File: src/hdl/sparse_row_gather_mac_assert.svh
`ifndef SPARSE_ROW_GATHER_MAC_ASSERT_SVH
`define SPARSE_ROW_GATHER_MAC_ASSERT_SVH
// Assertion macros
`define SRG_ASSERT_IMPL(lbl, ante, cons) \
    lbl: assert property (@(posedge clk) disable iff (!rst_n) (ante) |-> (cons)) \
        else $error("assertion failed");
`define SRG_ASSERT_NEXT(lbl, ante, cons) \
    lbl: assert property (@(posedge clk) disable iff (!rst_n) (ante) |=> (cons)) \
        else $error("assertion failed");
`endif

File: src/hdl/srgm_pkg.sv
package srgm_pkg;
    localparam int VEC_DEPTH_D = 65536;
    localparam int NNZ_DEPTH_D = 4096;
    localparam int INV_DEPTH_D = 65536;
    localparam int MAX_LEFT_D  = 256;
    localparam int MAX_RIGHT_D = 256;
    localparam int MAX_SITE_D  = 16;

    typedef enum logic [2:0] {
        OP_VEC     = 3'd0,
        OP_ROW     = 3'd1,
        OP_NZ      = 3'd2,
        OP_INV     = 3'd3,
        OP_PLEFT   = 3'd4,
        OP_PSITE   = 3'd5,
        OP_COMPUTE = 3'd6,
        OP_NONE    = 3'd7
    } opcode_t;

    localparam logic [1:0] REG_SIGN  = 2'd0;
    localparam logic [1:0] REG_RIGHT = 2'd1;
    localparam logic [1:0] REG_SITE  = 2'd2;

    typedef struct packed {
        logic [2:0]  opcode;
        logic [15:0] write_addr;
        logic [31:0] load_value;
        logic [16:0] load_index;
        logic        load_parity;
        logic [7:0]  left_state;
        logic [3:0]  mid_state;
        logic [7:0]  right_state;
        logic [3:0]  rl_state;
    } item_t;

    typedef enum logic [3:0] {
        ST_IDLE,
        ST_ROW0,
        ST_ROW1,
        ST_NZ,
        ST_COL,
        ST_IDX,
        ST_INV,
        ST_VEC,
        ST_MUL,
        ST_ACC,
        ST_OUT
    } state_t;
endpackage

File: src/hdl/srgm_queue.sv
module srgm_queue (
    input  logic             clk,
    input  logic             rst_n,
    input  logic             in_valid,
    output logic             in_ready,
    input  srgm_pkg::item_t  in_item,
    output logic             out_valid,
    input  logic             out_ready,
    output srgm_pkg::item_t  out_item
);
    srgm_pkg::item_t mem_reg [2];
    logic       wp_reg, rp_reg;
    logic [1:0] cnt_reg;
    logic       push, pop;

    assign in_ready  = (cnt_reg != 2'd2);
    assign out_valid = (cnt_reg != 2'd0);
    assign push      = in_valid && in_ready;
    assign pop       = out_valid && out_ready;
    assign out_item  = mem_reg[rp_reg];

    always_ff @(posedge clk)
    begin
        if (push)
        begin
            mem_reg[wp_reg] <= in_item;
        end
    end

    always_ff @(posedge clk or negedge rst_n)
    begin
        if (!rst_n)
        begin
            wp_reg  <= 1'b0;
            rp_reg  <= 1'b0;
            cnt_reg <= 2'd0;
        end
        else
        begin
            if (push) wp_reg <= ~wp_reg;
            if (pop)  rp_reg <= ~rp_reg;
            cnt_reg <= cnt_reg + 2'(push) - 2'(pop);
        end
    end
endmodule

File: config.mk
export PLATFORM = sky130hd
export DESIGN_NAME = srgm_queue
export DESIGN_NICKNAME = d
export VERILOG_FILES = /design/src/hdl/sparse_row_gather_mac_assert.svh /design/src/hdl/srgm_pkg.sv /design/src/hdl/srgm_queue.sv
export SDC_FILE = /design/constraint.sdc
export NUM_CORES = 1
export LEC_CHECK = 0
export BUFFER_PORTS_ARGS = -buffer_cell sky130_fd_sc_hd__buf_2
export CAP_MARGIN = 15
export CORE_MARGIN = 8
export CORE_UTILIZATION = 30
export DETAILED_ROUTE_END_ITERATION = 8
export SETUP_SLACK_MARGIN = 0.3
export SYNTH_ARGS = -nofsm -noshare
export SYNTH_HDL_FRONTEND = slang
export SYNTH_SLANG_ARGS = --single-unit
File: constraint.sdc
create_clock -name clk -period 4.8 [get_ports clk]
set_input_delay 0.24 -clock clk [delete_from_list [all_inputs] [get_ports clk]]
set_output_delay 0.24 -clock clk [all_outputs]
set_load 0.01 [all_outputs]
# Word level (Yosys, flattened, before mapping)
# Memories as Yosys holds them, arrays and structs flattened.
# Cells that the tools add are included.
# word_totals
regBits	4
mem_bits_rw	186
input_bits	97
output_inout_bits	95
elab_cells	14
n_memories	1
# mem_list
name	depth	width	rd	rd_ports_with_merged_regs	write_ports	line	source
mem_reg	2	93	1	0	1	srgm_queue.sv:11	srgm_pkg::item_t mem_reg [2];
# classes
addsub	2
n_eq_ne	1
n_mux	2
bitwise	2
reduce_logical	3
# op_table
op	count
$add A2 B1 Y2	1
$logic_and A1 B1 Y1	2
$mux W1	2
$ne A2 B2 Y1 const B	1
$not A1 Y1	2
$reduce_bool A2 Y1	1
$sub A2 B1 Y2	1

# Logic depth before layout (Yosys ltp)
# Gate-level depths: netlist of the first run.
# depth
word_depth	4
depth_mapped	7

# Least setup slack after synthesis of the first run
# Ideal clock, no wire load.
# synth_timing
path_kind	register to register
startpoint	register cnt_reg[1]
endpoint	memory mem_reg[0][0] in the netlist's numbering, enable pin
arrival_time_ps	4535
slack_ps	-281
stages_incl_launch_ff	4
path_buffers	0
synth_period_minus_slack_ps	5081
cell_sequence	dfrtp_1 -> nand2b_1 -> nand2_1 -> nor2_1
# synth_via
elab_chain_cells	4
# synth_lines
element	line	source
start: declaration	srgm_queue.sv:13	logic [1:0] cnt_reg;
start signal: assignment	srgm_queue.sv:42	cnt_reg <= cnt_reg + 2'(push) - 2'(pop);
$ne A2 B2 Y1	srgm_queue.sv:16	assign in_ready = (cnt_reg != 2'd2);
named net in_ready	srgm_queue.sv:5	output logic in_ready,
$logic_and A1 B1 Y1	srgm_queue.sv:18	assign push = in_valid && in_ready;
$mux W1	srgm_queue.sv:24	if (push)
$mux W1 (implied by the code)	srgm_queue.sv:26	mem_reg[wp_reg] <= in_item;
end: declaration	srgm_queue.sv:11	
# The timed path passes the listed nets, and every way through them passes these cells.

==> summary.txt, run 1 <==
Layout
  – Final cell count without fillers: a little under 900
  – Max FFs per register: 186
  – Layout cells sized above 1: 53.0%
  – Diode count: 0
  – # nets final: between 600 and 700
  – Area Growth Syn to Fin: 38.8%

Status
  – Run status: completed

Die
  – I/O pin total: 192
  – Die width: approximately 170 um
  – Die height: 168 um
  – Initial core utilization: a little under a third
  – Rows: 55
  – Die Footprint: between 20000 and 30000 um2
  – Core Region: 22600 um2

Pwr
  – P_sw: 1580 uW
  – Clk pwr share: 25.6%
  – Worst VDD drop: 0.788 mV
  – Lkg Pwr: 0.00359 uW
  – PD cells: roughly 560 nW/um2
  – Sequential power share: 45.8%
  – Sw Share: 29.5%
  – Pint: 3770 uW
  – Total power draw: 5340 uW
  – Comb power frac: ~29%

Route
  – DR DRC count: 0
  – Met1 WL: approximately 6400 um
  – DR top layer: met4
  – Final ANT Viol Nets: 0
  – Vias per Instance: 4.31
  – Initial drt markers: around 200
  – Final WL: 15200 um
  – WL/cell: 17.0 um
  – First-pass DRT Iterations: 4
  – WL met3: approximately 1100 um
  – Vias: 3849
  – Met2 wire len: 7580 um

Place
  – PortBufs: 191
  – Post-DP HPWL: 9950 um
  – GPL Wtd Cong: 0.708
  – Cells after DPL: ~780

Clock network
  – H-Tree Depth: 4
  – TritonCTS clock tree: built
  – TritonCTS Sinks: 190
  – Root Driver: clkbuf_16
  – Post-CTS Setup Bufs: 0
  – Clock Pin Slew Worst Setup and Hold Paths: 0.07 ns
  – CTS buffer count: 17
  – Maximum clock path buffer count: 2
  – Clock latency at the later pin of the worst-skew pair: 0.42 ns

Yosys
  – Compound-Gate Fraction of Synth Area: 0%
  – Synth Area in Adders: 0.362%
  – Syn Nets: between 400 and 500
  – Mux contribution to synthesized area: 15.1%
  – #FFs+latches synth: 190
  – Synth Cell Area: between 6000 and 7000 um2
  – Top FF cell, synth: edfxtp_1
  – Post-synth EDFFs: 186
  – Register area share after synthesis: 82.2%
  – Library cells used by synthesis: 16
  – Yosys warnings: 0
  – Cells after synthesis: 306
  – Simple-gate portion of the synthesized area: 0.470%
  – Mean Syn Cell Area: around 23 um2
  – Fraction of registers with async set/reset: 2.11%
  – Largest family of logic cells by synthesized area: multiplexers
  – Synth Area in XOR/XNOR: 0.506%

STA
  – Final hold vios: 0
  – Slew @ Worst Pin: 0.953 ns
  – Fmax: roughly 360 MHz
  – Max-slew violations: 0
  – Fin crit period: 2.77 ns
  – Tcrit/Tclk final: 57.8%
  – RSZ-0062 raised after global routing: false
  – Setup tns final: 0 ns
  – Max-Slew Margin vs Limit: around 36%
  – Final setup violation count: 0
  – Fin Clk Skew: between 0.01 and 0.015 ns

GRT
  – Aggregate global routing overflow: 0
  – Largest net degree at the start of global routing: 67
  – Initial antenna violation count: 0
  – Total GRT Usage: a little over a tenth
  – Number of global-route vias before repair: 4413
  – First-pass GRT wire length: 23800 um

Critical path
  – Critical path arrival: 2.53 ns
  – CP startpoint kind: flop
  – CP max FO: 56
  – Crit Path Category: flop to output pin
  – Worst EP required: 4.56 ns
  – Worst Setup End Kind: output pin

Flow run
  – Max-cap violation count: 0

Min path
  – HP Class: primary input to flop
[logic make-up after synthesis]
family                     count (synthesis)
xor gates and xnor gates                   4
adders and majority gates                  2
buffers and inverters                     11
DFF                                      190
muxes                                     93
and+or+nand+nor                            6
[critical path, stage by stage, from the launching register on]
cell	delay [ns]
dfrtp_4	0.92
buf_4	0.59
mux2_2	0.42
buf_2	0.15
[cell usage in the layout, fill, tap and decap left out]
cell,count
ha_1,2
nand2_1,1
buf_4,4
inv_6,4
nor2_4,1
clkinv_1,1
xor2_1,1
or2_2,1
and3_4,1
bufinv_16,2
dfrtp_4,1
nand2b_1,1
dlygate4sd3_1,85
inv_1,1
xnor2_1,3
dfrtp_1,3
and2_1,1
clkbuf_16,17
clkbuf_1,1
edfxtp_1,186
buf_2,191
clkinv_2,5
clkinvlp_4,2
mux2_2,93
[routing by layer]
layer,vias to the layer above,global-route usage [%]
met2,138,18.4
li1,1788,-
met1,1911,12.7
met5,-,0
met4,0,3.45
met3,12,3.79
[cells in the mapped netlist, types with 2 or more instances]
cell / instances / area (um2)
dfrtp_1: 4 / 100
mux2_2: 93 / 1050
xnor2_1: 3 / 26.3
buf_6: 6 / 67.6
ha_1: 2 / 25.0
buf_2: 3 / 15.0
edfxtp_1: 186 / 5590
[power groups by stage]
stage / combinational (uW) / sequential (uW) / clock [uW]
3_5_place_dp: 1500 / 2490 / 0
2_1_floorplan: 1020 / 2390 / 0
6_report: 1530 / 2450 / 1370
4_1_cts: 1570 / 2460 / 1420
5_1_grt: 1650 / 2490 / 1490
3_3_place_gp: 1480 / 2470 / 0
[stage by stage]
step / util, % / cell area [um2] / setup WS, ns / hold WS, ns
floorplan: - / 6920 / 1.28 / -0.0556
detailed placement: 36.2 / 8190 / 2.42 / 0.0552
global placement: 36.2 / 8190 / 2.46 / 0.0527
CTS: 42.4 / 9610 / 1.94 / 0.000194
global route: 42.4 / 9610 / 1.87 / 0.00386
finish: 42.4 / 9610 / 2.03 / 0.0242
[final timing paths]
kind | start | endpoint | slack (ns) | cells past startpoint
min in group asynchronous | rst_n | cnt_reg[1] | 0.16 | 2
worst min-delay path | in_item[48] | mem_reg[0][48] | 0.02 | 1
max in group asynchronous | rst_n | rp_reg | 4.50 | 2
worst max-delay path | rp_reg | out_item[45] | 2.03 | 3
worst min register to register | cnt_reg[0] | cnt_reg[0] | 0.54 | 1
worst max register to register | cnt_reg[1] | mem_reg[1][12] | 2.57 | 3
[cell type report]
cell class | instances | area, um2
multi-input cells | 105 | 1150
well taps | 285 | 357
clock buffers | 18 | 429
fillers | 2024 | 13000
flip-flops and latches | 190 | 5690
repair buffers | 280 | 1840
clock inverters | 14 | 139
inverters | 1 | 3.75
[what timing repair did]
| action | in CTS | in global routing |
|---|---|---|
| hold buffers | 85 | 0 |
| resized for setup | 0 | 0 |
| endpoints found under the hold margin | 166 | 0 |
No activity file was read; power rests on OpenSTA's default activity.
==> inputs of run 2 (changes only) <==
ABC_AREA = 1   (was unset)
clock period = 2.4 ns   (was 4.8 ns; I/O delays follow)
==> summary.txt, run 2 <==
Layout
  – Multi-input logic area: 1160 um2
  – Most frequent cells in the layout: nand2_1 (290), buf_2 (191), edfxtp_1 (186)
  – # nets final: slightly above 900
  – Max FFs per register: 186
  – Commonest non-fill, non-tap cell in the layout: nand2_1
  – Fillers: 2117
  – Diode count: 0
  – Final cell count without fillers: between 1000 and 1500
  – Area Growth Syn to Fin: 41.4%
  – Reg area: around 5700 um2
  – Layout cells sized above 1: 28.7%

Die
  – Rows: 56
  – Initial core utilization: 30.2%
  – Die Footprint: ~29000 um2
  – Core Region: 23200 um2
  – Die width: 169 um
  – Die height: 169 um
  – I/O pin total: approximately 190

GRT
  – Total GRT Usage: 11.7%
  – Number of global-route vias before repair: between 4000 and 5000
  – Aggregate global routing overflow: 0
  – First-pass GRT wire length: 25800 um
  – Largest net degree at the start of global routing: 95
  – Busiest grt layer: met2
  – Met3 global-route usage: under 10%
  – Initial antenna violation count: 0
  – Grt met1 use: 12.3%
  – Met2 Track Usage GR: 21.6%

Route
  – WL/cell: around 15 um
  – Vias per Instance: 4.12
  – Initial drt markers: 287
  – DR DRC count: 0
  – Vias: 4707
  – Final WL: 16800 um
  – First-pass DRT Iterations: 6
  – Final ANT Viol Nets: 0

Flow run
  – Max-cap violation count: 0

Place
  – Post-DP HPWL: 10400 um
  – GPL Wtd Cong: 0.678
  – PortBufs: about 190
  – Worst slack at placement: 0.803 ns
  – Cells after DPL: 1014

STA
  – Final hold vios: 0
  – RSZ-0062 raised after global routing: false
  – Fin crit period: 1.91 ns
  – Tcrit/Tclk final: 79.5%
  – Fin Clk Skew: between 0.009 and 0.01 ns
  – Final WS setup: 0.493 ns
  – Final setup violation count: 0
  – Max-slew violations: 0
  – Max-Slew Margin vs Limit: 60.8%
  – WHS: approximately 0.028 ns
  – Setup tns final: 0 ns
  – Fmax: 524 MHz
  – Slew @ Worst Pin: 0.589 ns

Status
  – Run status: completed

Yosys
  – Post-synth EDFFs: 186
  – Cells after synthesis: 518
  – Library cells used by synthesis: 10
  – Top-area cell type share of the netlist area: 79.6%
  – Post-synth top cells: nand2_1 (292), edfxtp_1 (186), buf_2 (13)
  – Register area share after synthesis: about four fifths
  – Synth Cell Area: between 7000 and 8000 um2
  – Top FF cell, synth: edfxtp_1
  – Yosys top cell by area: edfxtp_1
  – Most frequent cell after synthesis: nand2_1
  – #FFs+latches synth: 190
  – Top cells by area, synth: edfxtp_1 (80%), nand2_1 (16%), dfrtp_1 (1.4%), buf_6 (1.3%), buf_2 (0.93%)
  – Yosys warnings: 0
  – Mean Syn Cell Area: around 14 um2
  – Fraction of registers with async set/reset: ~2.1%
  – Syn Nets: 617

Critical path
  – Worst EP required: 2.28 ns
  – Reg2reg setup slack: 0.80 ns
  – Worst Setup End Kind: output pin
  – CP max FO: 50
  – CP startpoint kind: flop
  – Critical path arrival: about 1.8 ns
  – Crit Path Category: flop to output pin

Clock network
  – H-Tree Depth: 4
  – Post-CTS Setup Bufs: 0
  – Clock latency at the later pin of the worst-skew pair: between 0.4 and 0.5 ns
  – TritonCTS Sinks: 190
  – Maximum clock path buffer count: 2
  – Root Driver: clkbuf_16
  – TritonCTS clock tree: built
  – CTS buffer count: 17
  – Clock Pin Slew Worst Setup and Hold Paths: 0.07 ns

Pwr
  – Total power draw: 11300 uW
  – Worst VDD drop: 0.492 mV
  – PD cells: 1140 nW/um2
  – Lkg Pwr: 0.00421 uW

Min path
  – HP Class: primary input to async pin
## run 2: cell count changes after synthesis, moves of 2 or more
cell / previous run / this run
inv_1: 1 / 8
nand3_1: 0 / 3
buf_2: 3 / 13
xnor2_1: 3 / 0
mux2_2: 93 / 0
buf_6: 6 / 8
nand2_1: 1 / 292
## run 2: worst max-delay path: stages (launching register included)
cell and delay [ns]:
dfrtp_4 0.50, clkinv_2 0.22, buf_12 0.27, nand2_1 0.08, nand2_1 0.10, buf_2 0.14
## run 2: metrics by stage
stage          util [%]  instance area (um2)
5_1_grt            42.8                 9920
3_5_place_dp       36.0                 8350
2_1_floorplan         -                 7040
6_report           42.8                 9920
4_1_cts            42.7                 9910
3_3_place_gp       36.0                 8350
## run 2: power breakdown
group,internal [uW],total (uW),switching [uW]
Sequential,4520,4690,167
Combinational,1250,3660,2420
Clock,1680,2900,1230
Total,7450,11300,3810
## run 2: timing repair
item / 4_1_cts / 5_1_grt
hold buffers: 96 / 0
hold endpoints to repair: 192 / 0
setup endpoints to repair: 0 / 5
resized for setup: 0 / 1
## run 2: path summary, 6_finish.rpt
path | start | endpoint | cells after the start
max | rp_reg | out_item[47] | 5
min | rst_n | cnt_reg[1] | 2
max reg2reg | wp_reg | mem_reg[0][74] | 4
min reg2reg | wp_reg | wp_reg | 2
max in group asynchronous | rst_n | rp_reg | 2
min in group clk | in_item[34] | mem_reg[1][34] | 2
## run 2: cells by family after synthesis
kind of cell	count (synthesis)	synth area share, %
buffers and inverters	30	2.69
and+or+nand+nor	296	15.9
DFF	190	81.1
adders and majority gates	2	0.357
## run 2: cell type report
cell class	count	share of cell area (%)
multi-input combinational	298	11.7
inverter	9	0.391
tap	319	4.02
clock inverter	12	1.59
sequential	190	57.4
clock buffer	20	4.50
timing repair buffer	294	20.4
## run 2: layer usage
| layer | up-vias | wire length [um] |
|---|---|---|
| met5 | - | 0 |
| met3 | 19 | 792 |
| met4 | 0 | 325 |
| met2 | 107 | 8860 |
| met1 | 2258 | 6790 |
| li1 | 2323 | - |
